==> src/design/cluster_moment_accumulator_top_defines.svh <==
// ----------------------------------------------------------------------------
// Cluster moment accumulator assertion macros
// Shared concurrent assertion forms, clocked on clk and disabled in reset.
// ----------------------------------------------------------------------------
`ifndef CLUSTER_MOMENT_ACCUMULATOR_TOP_DEFINES_SVH
`define CLUSTER_MOMENT_ACCUMULATOR_TOP_DEFINES_SVH

// Same-cycle implication.
`define CMA_ASSERT_IMP(label, ante, cons) \
	label: assert property (@(posedge clk) disable iff (!arst_n) (ante) |-> (cons)) \
		else $error("cluster moment accumulator assertion failed");

// Next-cycle implication.
`define CMA_ASSERT_NXT(label, ante, cons) \
	label: assert property (@(posedge clk) disable iff (!arst_n) (ante) |=> (cons)) \
		else $error("cluster moment accumulator assertion failed");

`endif

==> src/design/cma_pkg.sv <==
// ----------------------------------------------------------------------------
// Cluster moment accumulator package
// Widths, codes and the command and status bundles shared by the modules.
// ----------------------------------------------------------------------------
package cma_pkg;

	// Cluster size limit.
	localparam int MAX_BARS = 64;
	localparam int CNT_W    = $clog2(MAX_BARS + 1);
	localparam int LOG_BARS = (MAX_BARS > 1) ? $clog2(MAX_BARS) : 1;

	// Field widths.
	localparam int E_W        = 16;
	localparam int P_W        = 17;
	localparam int KIND_W     = 2;
	localparam int TE_W       = 22;
	localparam int MOM_W      = 40;
	localparam int BND_W      = P_W + 1;
	localparam int MARGIN_W   = 10;
	localparam int LIMIT_W    = 17;
	localparam int CFG_DATA_W = 17;
	localparam int CFG_IDX_W  = 1;
	localparam int IN_DATA_W  = 72;
	localparam int OUT_DATA_W = 224;

	// Per-bar products.
	localparam int EP_W = E_W + P_W + 1;
	localparam int SQ_W = 2 * P_W - 1;
	localparam int R2_W = SQ_W + 2;
	localparam int RL_W = R2_W - P_W;
	localparam int RLP_W = E_W + RL_W;
	localparam int RHP_W = E_W + P_W;

	// Accumulators.
	localparam int ESUM_W = TE_W + LOG_BARS;
	localparam int WS_W   = E_W + P_W + LOG_BARS;
	localparam int RS_W   = 52 + LOG_BARS;

	// Closing arithmetic.
	localparam int NUM_W   = RS_W + 4;
	localparam int T_W     = ESUM_W + P_W + 2;
	localparam int T_LO_W  = T_W - P_W;
	localparam int PLO_W   = P_W + T_LO_W + 1;
	localparam int PHI_W   = 2 * P_W;
	localparam int DVD_W   = RS_W;
	localparam int DCNT_W  = $clog2(DVD_W);

	localparam logic [TE_W-1:0] TE_MAX = {TE_W{1'b1}};

	// Configuration register indexes.
	localparam logic [CFG_IDX_W-1:0] CFG_RANGE_MARGIN = 1'd0;
	localparam logic [CFG_IDX_W-1:0] CFG_OPEN_LIMIT   = 1'd1;

	localparam logic [MARGIN_W-1:0] MARGIN_RESET = 10'd60;
	localparam logic [LIMIT_W-1:0]  LIMIT_RESET  = 17'd99990;

	// Layer kinds.
	localparam logic [KIND_W-1:0] KIND_Z  = 2'd0;
	localparam logic [KIND_W-1:0] KIND_XY = 2'd1;

	// Divider operand selects.
	localparam logic [1:0] SEL_X   = 2'd0;
	localparam logic [1:0] SEL_Y   = 2'd1;
	localparam logic [1:0] SEL_Z   = 2'd2;
	localparam logic [1:0] SEL_MOM = 2'd3;

	// Controller to datapath commands.
	typedef struct packed {
		logic       load;
		logic       acc;
		logic       div_start;
		logic [1:0] div_sel;
		logic       num_init;
		logic       num_mul_e;
		logic       num_sub;
		logic       num_mul_c;
		logic       num_add;
		logic [1:0] axis;
		logic       res_load;
	} cma_cmd_t;

	// Datapath to controller status.
	typedef struct packed {
		logic last_bar;
		logic e_zero;
		logic multi_bar;
		logic div_done;
		logic out_free;
	} cma_sts_t;

endpackage

==> src/design/cma_ctrl.sv <==
// ----------------------------------------------------------------------------
// Cluster moment accumulator controller
// Sequences bar accumulation and the closing divisions and moment sum.
// ----------------------------------------------------------------------------
module cma_ctrl (
	input  logic              clk,
	input  logic              arst_n,
	input  logic              s_axis_tvalid,
	output logic              s_axis_tready,
	input  cma_pkg::cma_sts_t sts,
	output cma_pkg::cma_cmd_t cmd
);
	import cma_pkg::*;

	localparam logic [3:0] S_IDLE   = 4'd0;
	localparam logic [3:0] S_MUL1   = 4'd1;
	localparam logic [3:0] S_MUL2   = 4'd2;
	localparam logic [3:0] S_ACC    = 4'd3;
	localparam logic [3:0] S_CSTART = 4'd4;
	localparam logic [3:0] S_CWAIT  = 4'd5;
	localparam logic [3:0] S_NMULE  = 4'd6;
	localparam logic [3:0] S_NSUB   = 4'd7;
	localparam logic [3:0] S_NMULC  = 4'd8;
	localparam logic [3:0] S_NADD   = 4'd9;
	localparam logic [3:0] S_MSTART = 4'd10;
	localparam logic [3:0] S_MWAIT  = 4'd11;
	localparam logic [3:0] S_OUT    = 4'd12;

	logic [3:0] state_q;
	logic [3:0] state_d;
	logic [1:0] axis_q;
	logic [1:0] axis_d;

	// Next state and commands.
	always_comb begin
		state_d = state_q;
		axis_d  = axis_q;
		cmd     = '0;
		cmd.axis    = axis_q;
		cmd.div_sel = axis_q;
		s_axis_tready = (state_q == S_IDLE);
		case (state_q)
			S_IDLE: begin
				if (s_axis_tvalid) begin
					cmd.load = 1'b1;
					state_d  = S_MUL1;
				end
			end
			S_MUL1: state_d = S_MUL2;
			S_MUL2: state_d = S_ACC;
			S_ACC: begin
				cmd.acc = 1'b1;
				axis_d  = SEL_X;
				state_d = sts.last_bar ? S_CSTART : S_IDLE;
			end
			S_CSTART: begin
				if (sts.e_zero) begin
					state_d = S_OUT;
				end else begin
					cmd.div_start = 1'b1;
					state_d       = S_CWAIT;
				end
			end
			S_CWAIT: begin
				if (sts.div_done) begin
					if (axis_q == SEL_Z) begin
						axis_d = SEL_X;
						if (sts.multi_bar) begin
							cmd.num_init = 1'b1;
							state_d      = S_NMULE;
						end else begin
							state_d = S_OUT;
						end
					end else begin
						axis_d  = axis_q + 1'b1;
						state_d = S_CSTART;
					end
				end
			end
			S_NMULE: begin
				cmd.num_mul_e = 1'b1;
				state_d       = S_NSUB;
			end
			S_NSUB: begin
				cmd.num_sub = 1'b1;
				state_d     = S_NMULC;
			end
			S_NMULC: begin
				cmd.num_mul_c = 1'b1;
				state_d       = S_NADD;
			end
			S_NADD: begin
				cmd.num_add = 1'b1;
				if (axis_q == SEL_Z) begin
					state_d = S_MSTART;
				end else begin
					axis_d  = axis_q + 1'b1;
					state_d = S_NMULE;
				end
			end
			S_MSTART: begin
				cmd.div_start = 1'b1;
				cmd.div_sel   = SEL_MOM;
				state_d       = S_MWAIT;
			end
			S_MWAIT: begin
				if (sts.div_done) state_d = S_OUT;
			end
			S_OUT: begin
				if (sts.out_free) begin
					cmd.res_load = 1'b1;
					state_d      = S_IDLE;
				end
			end
			default: state_d = S_IDLE;
		endcase
	end

	// State registers.
	always_ff @(posedge clk or negedge arst_n) begin
		if (!arst_n) begin
			state_q <= S_IDLE;
			axis_q  <= SEL_X;
		end else begin
			state_q <= state_d;
			axis_q  <= axis_d;
		end
	end

endmodule

==> config.mk <==
export PLATFORM = sky130hd
export DESIGN_NAME = cma_ctrl
export DESIGN_NICKNAME = d
export VERILOG_FILES = /design/src/design/cluster_moment_accumulator_top_defines.svh /design/src/design/cma_pkg.sv /design/src/design/cma_ctrl.sv
export SDC_FILE = /design/constraint.sdc
export NUM_CORES = 1
export LEC_CHECK = 0
export BUFFER_PORTS_ARGS = -buffer_cell sky130_fd_sc_hd__buf_2
export CORE_MARGIN = 1
export CORE_UTILIZATION = 40
export DETAILED_ROUTE_END_ITERATION = 16
export PLACE_DENSITY = 0.75
export SYNTH_ARGS = -nofsm -noshare
export SYNTH_HDL_FRONTEND = slang
export SYNTH_SLANG_ARGS = --single-unit
==> constraint.sdc <==
create_clock -name clk -period 1.45 [get_ports clk]
set_clock_uncertainty 0.1 [all_clocks]
set_input_delay 0.2175 -clock clk [delete_from_list [all_inputs] [get_ports clk]]
set_output_delay 0.2175 -clock clk [all_outputs]
set_load 0.01 [all_outputs]
# Word level (Yosys, flattened, before mapping)
# Cells that the tools add are included.
[classes]
addsub = 1
eq_ne = 18
muxes = 30
n_reduce_logical = 4
[ops]
columns = ["operator", "n"]
rows = [
  ["$pmux W4 S13", 1],
  ["$mux W4", 8],
  ["$eq A4 B4 Y1 const B", 5],
  ["$eq A4 B3 Y1 const B", 4],
  ["$mux W1", 14],
  ["$ne A2 B2 Y1 const B", 5],
  ["$eq A4 B2 Y1 const B", 2],
  ["$mux W2", 4],
  ["$pmux W2 S3", 1],
  ["$eq A4 B1 Y1 const B", 1],
  ["$logic_not A4 Y1", 1],
  ["$reduce_and A4 Y1", 1],
  ["$mux W3", 1],
  ["$reduce_and A3 Y1", 1],
  ["$reduce_bool A3 Y1", 1],
  ["$add A2 B1 Y2 const B", 1],
  ["$eq A2 B2 Y1 const B", 1],
  ["$pmux W1 S2", 1],
]
[word_totals]
regBits = 6
input_bits = 8
output_inout_bits = 14

# Logic depth before layout (Yosys ltp)
# Gate-level depths: netlist of the first run.
[depth]
depth_word = 4
ltp_mapped = 6
ltp_nobuf = 5

# Worst setup path before layout of the first run
# Ideal clock, no wire load.
[synth_path]
kind = "register -> output"
startpoint = "register state_q[1]"
endpoint = "output cmd[12] in the netlist's numbering"
t_arrival_ns = 1.329
t_required_ns = 1.133
path_slack_ns = -0.197
stages_incl_launch_ff = 4
n_path_buf = 1
cell_sequence = "dfrtp_1 -> buf_2 -> nor4_1 -> and2_1"
[synth_rtl]
columns = ["item", "line_no", "source"]
rows = [
  ["start: declaration", "cma_ctrl.sv:29", "logic [3:0] state_q;"],
  ["start signal: assignment", "cma_ctrl.sv:125", "state_q <= state_d;"],
  ["end: declaration", "cma_ctrl.sv:11", "output cma_pkg::cma_cmd_t cmd"],
]

==> impl_results.md, run 1 <==
- Ys async rst share: 1.000
- Die Ht: 42.60 microns
- Cells after Synth: 83
- Most used DFF post-synth: dfrtp_1
- Post-route minimum period: 1.779 ns
- Initial core utilization: 0.4327
- Mapped Nets: 95
- Fin util: 0.9195
- #FFs+latches synth: 6
- LEAKAGE: 0.6434 nW
- Routed wire per std cell: 21.29 microns
- Seq/Total Area, Yosys: 0.2277
- Drt drc: 0
- Warnings, synthesis: 0
- Final setup margin: -0.3292 ns
- Slew Limit Fails: 0
- Worst setup EP type: primary output
- Cell Area, Placed: 927.1 sq um
- Worst Setup SP: state_q[3]$_DFFE_PN0P_
- I/O pins: 22
- Failing checks: negative setup slack
- Status: finished, violations left
- Largest net degree at the start of global routing: 7
- Share of layout cells above drive strength 1: 0.7586
- Post-DP HPWL: 1.406 mm
- H-tree levels: 1
- Area delta synth->final: 112.5%
- Reg clk slew, reported paths: 0.04 ns
- DR iter-0 viols: 23
- Vias per cell: 6.267
- RSZ-0062 raised after global routing: true
- Overall Global Routing Usage: 0.3059
- DIE WIDTH: 42.60 microns
- Fillers: 58
- Placed cells: 135
- Final Cycle Share: 1.227
- Worst Path Arrival: 1.46 ns
- Cell area power density: 2460 nW/um^2
- TritonCTS clock tree: done
- Fin Hold WS: 0.2343 ns
- HP Class: primary input to asynchronous set/reset pin
- First-pass GRT wire length: 4.188 mm
- Unique cell type count in the Yosys netlist: 37
- Port Buffers: 21
- Footprint of the multi-input gates: 669.4 sq um
- Synthesized area: 659.4 sq um
- Fin area: 1401 sq um
- Final ANT Viol Nets: 0
- Final wirelength: 3.428 mm
- Max IR drop VDD: 1.669 mV
- M1 GR Usage: 0.3881
- Worst path required time: 1.13 ns
- # nets final: 159
- CP max-delay cell: dfrtp_2
- Non-filler cells in the finished layout: 161
- Via count: 1,009
- FF-to-FF Start: state_q[2]$_DFFE_PN0P_
- Kind of critical path: register to primary output
- Worst Tran Pin Value: 0.2929 ns
- Sequence of cells on the critical path: or2b_1 -> or3_4 -> nand2_2 -> buf_6
- Worst-path fanout max: 5
- FMAX: 0.5621 GHz
- GR Util met3: 0.03879
- RePlAce Congestion: 0.8252
- Final hold vios: 0
- Core Box Area: 1524 sq um
- Crit path largest cell delay: 0.41 ns
- Rel. slew slack: 0.8027
- CTS Buffer Depth: 2
- DRT Pass-1 Iters: 4
- EDFF count, synth: 0
- Worst-Skew Late Latency: 0.23 ns
- Worst slack, placed: -0.2159 ns
- Max-cap violation count: 0
- Clk root buf: clkbuf_4
- Row cnt: 14
- Clk sinks: 6
- GRT Residual Overflow: 0
- Syn avg cell area: 7.944 sq um
- Initial antenna violation count: 0
- Met2 usage in global routing: 0.5415
- FF+latch area: 155.1 sq um
- CTS Buf Count: 3
- Setup violators final: 18
- Die ar.: 1815 sq um
- Gr busiest metal: met2
- CP Launch Type: register
- # diodes: 0
- Vias in the first global route: 928
[kinds of logic after synthesis]
kind of cell | count (synthesis) | synth area share
flip-flops | 6 | 0.2277
AND/OR/NAND/NOR | 30 | 0.2828
adder cells (fa/ha/maj) | 4 | 0.07590
AO/OA/AOI/OAI | 32 | 0.3245
buffers and inverters | 11 | 0.08917
[critical path, delay by kind of cell, from the launching register on]
kind | cells | cell delay, ns
buffers and inverters | 1 | 0.10
DFF | 1 | 0.41
and+or+nand+nor | 3 | 0.72
[where the power goes]
part	internal, mW	leakage (nW)	switching [mW]
combinational	1.49	0.562	1.43
clock	0.0930	0.0138	0.0506
sequential	0.262	0.0677	0.119
total	1.85	0.643	1.60
[routing by layer]
metal / vias up / wire (microns)
met2: 67 / 1691
li1: 433 / -
met4: 0 / 236
met3: 23 / 199
met1: 486 / 1301
met5: - / 0
[cell usage in the layout, fill, tap and decap left out, types with 2 or more instances in the layout]
cell type  synthesis  final
and2b_2            2      2
ha_1               4      3
o31ai_1            3      2
nor2_1             2      2
a21oi_2            0      4
o21ai_2            0      3
buf_2              2     19
a22oi_2            0      2
nand2b_4           0      2
a21oi_1            8      4
o21ai_4            0      2
a31oi_1            2      2
clkbuf_4           0      3
inv_1              5      4
buf_6              1     16
o21ai_0            7      2
nor4_4             1      2
nor3_2             0      4
o22a_1             2      2
dfrtp_2            0      4
buf_4              2     28
nand2_2            0      4
dfrtp_1            6      2
[synthesized netlist by cell type, drive strengths merged (3+ instances only)]
library cell  instances  area share
a21oi                 8       0.061
o21ai                 8       0.061
dfrtp                 6        0.23
nand2                 6       0.034
buf                   5       0.055
inv                   5       0.028
nor3                  5       0.038
ha                    4       0.076
o31ai                 4       0.053
nand2b                3       0.028
[path summary, 6_finish.rpt]
kind | depth (start not counted) | slack [ns] | end
worst max-delay path | 4 | -0.33 | cmd[8]
worst min register to register | 2 | 0.60 | axis_q[1]$_DFFE_PN0P_
max in group asynchronous | 2 | 0.86 | state_q[0]$_DFFE_PN0P_
worst min-delay path | 2 | 0.23 | axis_q[1]$_DFFE_PN0P_
worst max register to register | 8 | -0.30 | axis_q[0]$_DFFE_PN0P_
min in group clk | 4 | 0.31 | state_q[0]$_DFFE_PN0P_
[stage by stage]
step,setup TNS [ns],power (mW)
after floorplan,-0.1097,1.322
after detailed placement,-1.628,1.939
after global placement,-1.381,1.903
after global routing,-4.430,3.593
final,-3.828,3.447
after CTS,-2.665,2.911
[area by class of cell]
cell class | count | share of cell area
Multi-Input combinational cell | 66 | 0.4777
Inverter | 5 | 0.01339
Tap cell | 16 | 0.01429
Clock buffer | 3 | 0.01607
Timing Repair Buffer | 65 | 0.3679
Sequential cell | 6 | 0.1107
[state kept, by name, summed over array words and instances, names as in the netlist]
name / flops
state_q: 4
axis_q: 2
[repair_timing]
| item | 4_1_cts | 5_1_grt |
|---|---|---|
| pin swaps | 11 | 10 |
| cloned | 0 | 0 |
| hold endpoints to repair | 6 | 0 |
| gates resized for setup | 44 | 23 |
| setup buffers | 20 | 4 |
| hold buffers | 1 | 0 |
| endpoints found under the setup margin | 18 | 18 |
Power figures use the tool's default switching activity.
==> run 2: changes to the inputs <==
--- a/config.mk
+++ b/config.mk
@@ -5,7 +5,7 @@
 export SDC_FILE = /design/constraint.sdc
 export NUM_CORES = 1
 export LEC_CHECK = 0
-export BUFFER_PORTS_ARGS = -buffer_cell sky130_fd_sc_hd__buf_2
+export BUFFER_PORTS_ARGS = -buffer_cell sky130_fd_sc_hd__clkbuf_2
 export CORE_MARGIN = 1
 export CORE_UTILIZATION = 40
 export DETAILED_ROUTE_END_ITERATION = 16
==> run 2 against run 1 <==
  * The run still ends with negative setup slack left
  * Sequential cell count did not move
  * Sequential power rose by 5%
  * Critical path depth did not move
  * Combinational power fell by 8.6%
==> impl_results.md, run 2 (same netlist as run 1, synthesis figures left out) <==
- Worst Path Arrival: 1.51 ns (+0.05 ns)
- Total power: 3.222 mW (-6.5%)
- Worst setup EP type: primary output
- Worst-path fanout max: 5 (unchanged)
- Clk sinks: 6 (unchanged)
- Post-DP HPWL: 1.462 mm (+4.0%)
- Final wirelength: 3.143 mm (-8.3%)
- CP Launch Type: register
- Number of flip-flops in the largest register: 4 (unchanged)
- Reg clk slew, reported paths: 0.05 ns (about the same)
- Drt drc: 0 (unchanged)
- Core Box Area: 1524 sq um (unchanged)
- Final Cycle Share: 1.258 (+0.03048)
- Vias in the first global route: 918 (-1.1%)
- Kind of critical path: register to primary output
- Slew Limit Fails: 0 (unchanged)
- RePlAce Congestion: 0.8126 (-1.5%)
- TritonCTS clock tree: done
- Routed wire per std cell: 19.77 microns (-7.2%)
- FF-to-FF Start: state_q[3]$_DFFE_PN0P_
- Setup violators final: 18 (unchanged)
- FF+latch area: 155.1 sq um (unchanged)
- Top Registers: state_q x4, axis_q x2
- Max-cap violation count: 0 (unchanged)
- Reg2reg end: state_q[3]$_DFFE_PN0P_
- Port Buffers: 21 (unchanged)
- DIE WIDTH: 42.60 microns (unchanged)
- Initial antenna violation count: 0 (unchanged)
- CTS Buf Count: 3 (unchanged)
- Commonest cells after routing, fill and taps aside: buf_4, buf_6, clkbuf_2
- Final ANT Viol Nets: 0 (unchanged)
- HP Class: primary input to asynchronous set/reset pin
- Worst path required time: 1.13 ns (about the same)
- Final setup margin: -0.3734 ns (-0.04419 ns)
- I/O pins: 22 (unchanged)
- CTS Buffer Depth: 2 (unchanged)
- FMAX: 0.5484 GHz (-2.4%)
- Max IR drop VDD: 1.446 mV (-13%)
- Vias per cell: 6.082 (-3.0%)
- DR iter-0 viols: 42 (+83%)
- # diodes: 0 (unchanged)
- Biggest register: state_q
- Rel. slew slack: 0.7902 (-0.01244)
- Final hold vios: 0 (unchanged)
- # nets final: 157 (-1.3%)
- Clk root buf: clkbuf_4
- Area delta synth->final: 101.5%
- Status: finished, violations left
- Fillers: 74 (+28%)
- Die Ht: 42.60 microns (unchanged)
- Footprint of the multi-input gates: 628.1 sq um (-6.2%)
- Post-route minimum period: 1.823 ns (+0.04419 ns)
- RSZ-0062 raised after global routing: true
- Fin util: 0.8719 (-0.04762)
- Worst-Skew Late Latency: 0.24 ns (about the same)
- Initial core utilization: 0.4327 (unchanged)
- GRT Residual Overflow: 0 (unchanged)
- Share of layout cells above drive strength 1: 0.7203 (-0.03834)
- First-pass GRT wire length: 4.264 mm (+1.8%)
- Worst Tran Pin Value: 0.3113 ns (+0.01847 ns)
- Row cnt: 14 (unchanged)
- Worst Reg-to-Reg Cells: 7 (-1)
- Via count: 967 (-4.2%)
- Overall Global Routing Usage: 0.3259 (+0.01999)
- R2R Setup Slk: -0.25 ns (+0.05 ns)
- Largest net degree at the start of global routing: 8 (+1)
- Failing checks: negative setup slack
- DRT Pass-1 Iters: 4 (unchanged)
- Commonest non-fill, non-tap cell in the layout: buf_4
- Die ar.: 1815 sq um (unchanged)
- LEAKAGE: 0.6356 nW (-1.2%)
- H-tree levels: 1 (unchanged)
- Cell area power density: 2425 nW/um^2 (-1.4%)
[run 2: worst max path at each step]
stage	startpoint	endpoint	slack, ns	cells past startpoint
final	state_q[2]$_DFFE_PN0P_	cmd[9]	-0.37	4
after global routing	state_q[2]$_DFFE_PN0P_	cmd[9]	-0.40	4
after CTS	state_q[2]$_DFFE_PN0P_	cmd[9]	-0.31	4
after detailed placement	state_q[2]$_DFFE_PN0P_	state_q[1]$_DFFE_PN0P_	-0.20	5
after global placement	state_q[2]$_DFFE_PN0P_	state_q[3]$_DFFE_PN0P_	-0.16	5
after floorplan	state_q[2]$_DFFE_PN0P_	cmd[8]	-0.05	4
[run 2: routing by layer]
layer,GRT usage,wire length (microns),share of wire,vias up
met1,0.3887,1214,0.39,451
met5,0,0,0,-
met3,0.05603,275,0.087,14
li1,-,-,-,429
met4,0.2125,147,0.047,0
met2,0.5323,1504,0.48,73
[run 2: power by group]
group	internal, mW	switching (mW)
registers	0.263	0.137
clock network	0.0936	0.0603
logic	1.35	1.31
total	1.71	1.51
[run 2: final cells by class]
| class | instances | area share |
|---|---|---|
| tap | 16 | 0.01507 |
| clock buffer | 3 | 0.01695 |
| inverter | 5 | 0.01412 |
| sequential | 6 | 0.1168 |
| multi-input combinational | 66 | 0.4727 |
| timing repair buffer | 63 | 0.3644 |
[run 2: stage by stage]
step | hold WS (ns) | area (sq um) | worst slack (ns) | TNS (ns) | instances
final | 0.2311 | 1329 | -0.3734 | -4.152 | 159
after global routing | 0.2454 | 1329 | -0.3971 | -4.824 | 159
after CTS | 0.2297 | 1211 | -0.3118 | -3.177 | 155
after detailed placement | -0.04606 | 942.2 | -0.1988 | -1.746 | 137
after global placement | -0.05033 | 942.2 | -0.1616 | -1.333 | 137
after floorplan | -0.1781 | 684.4 | -0.04911 | -0.1097 | 83
[run 2: worst max-delay path, cell delays in order, from the launching register on]
cell and delay (ns):
dfrtp_2 0.45, or2b_1 0.27, or3_4 0.36, nand2_2 0.08
buf_6 0.10
[run 2: what timing repair did]
action,CTS,global route
setup buffers,15,4
pin swaps,13,2
hold buffers,1,0
endpoints found under the hold margin,6,0
gates resized for setup,37,28
gates cloned,0,0
endpoints found under the setup margin,18,18
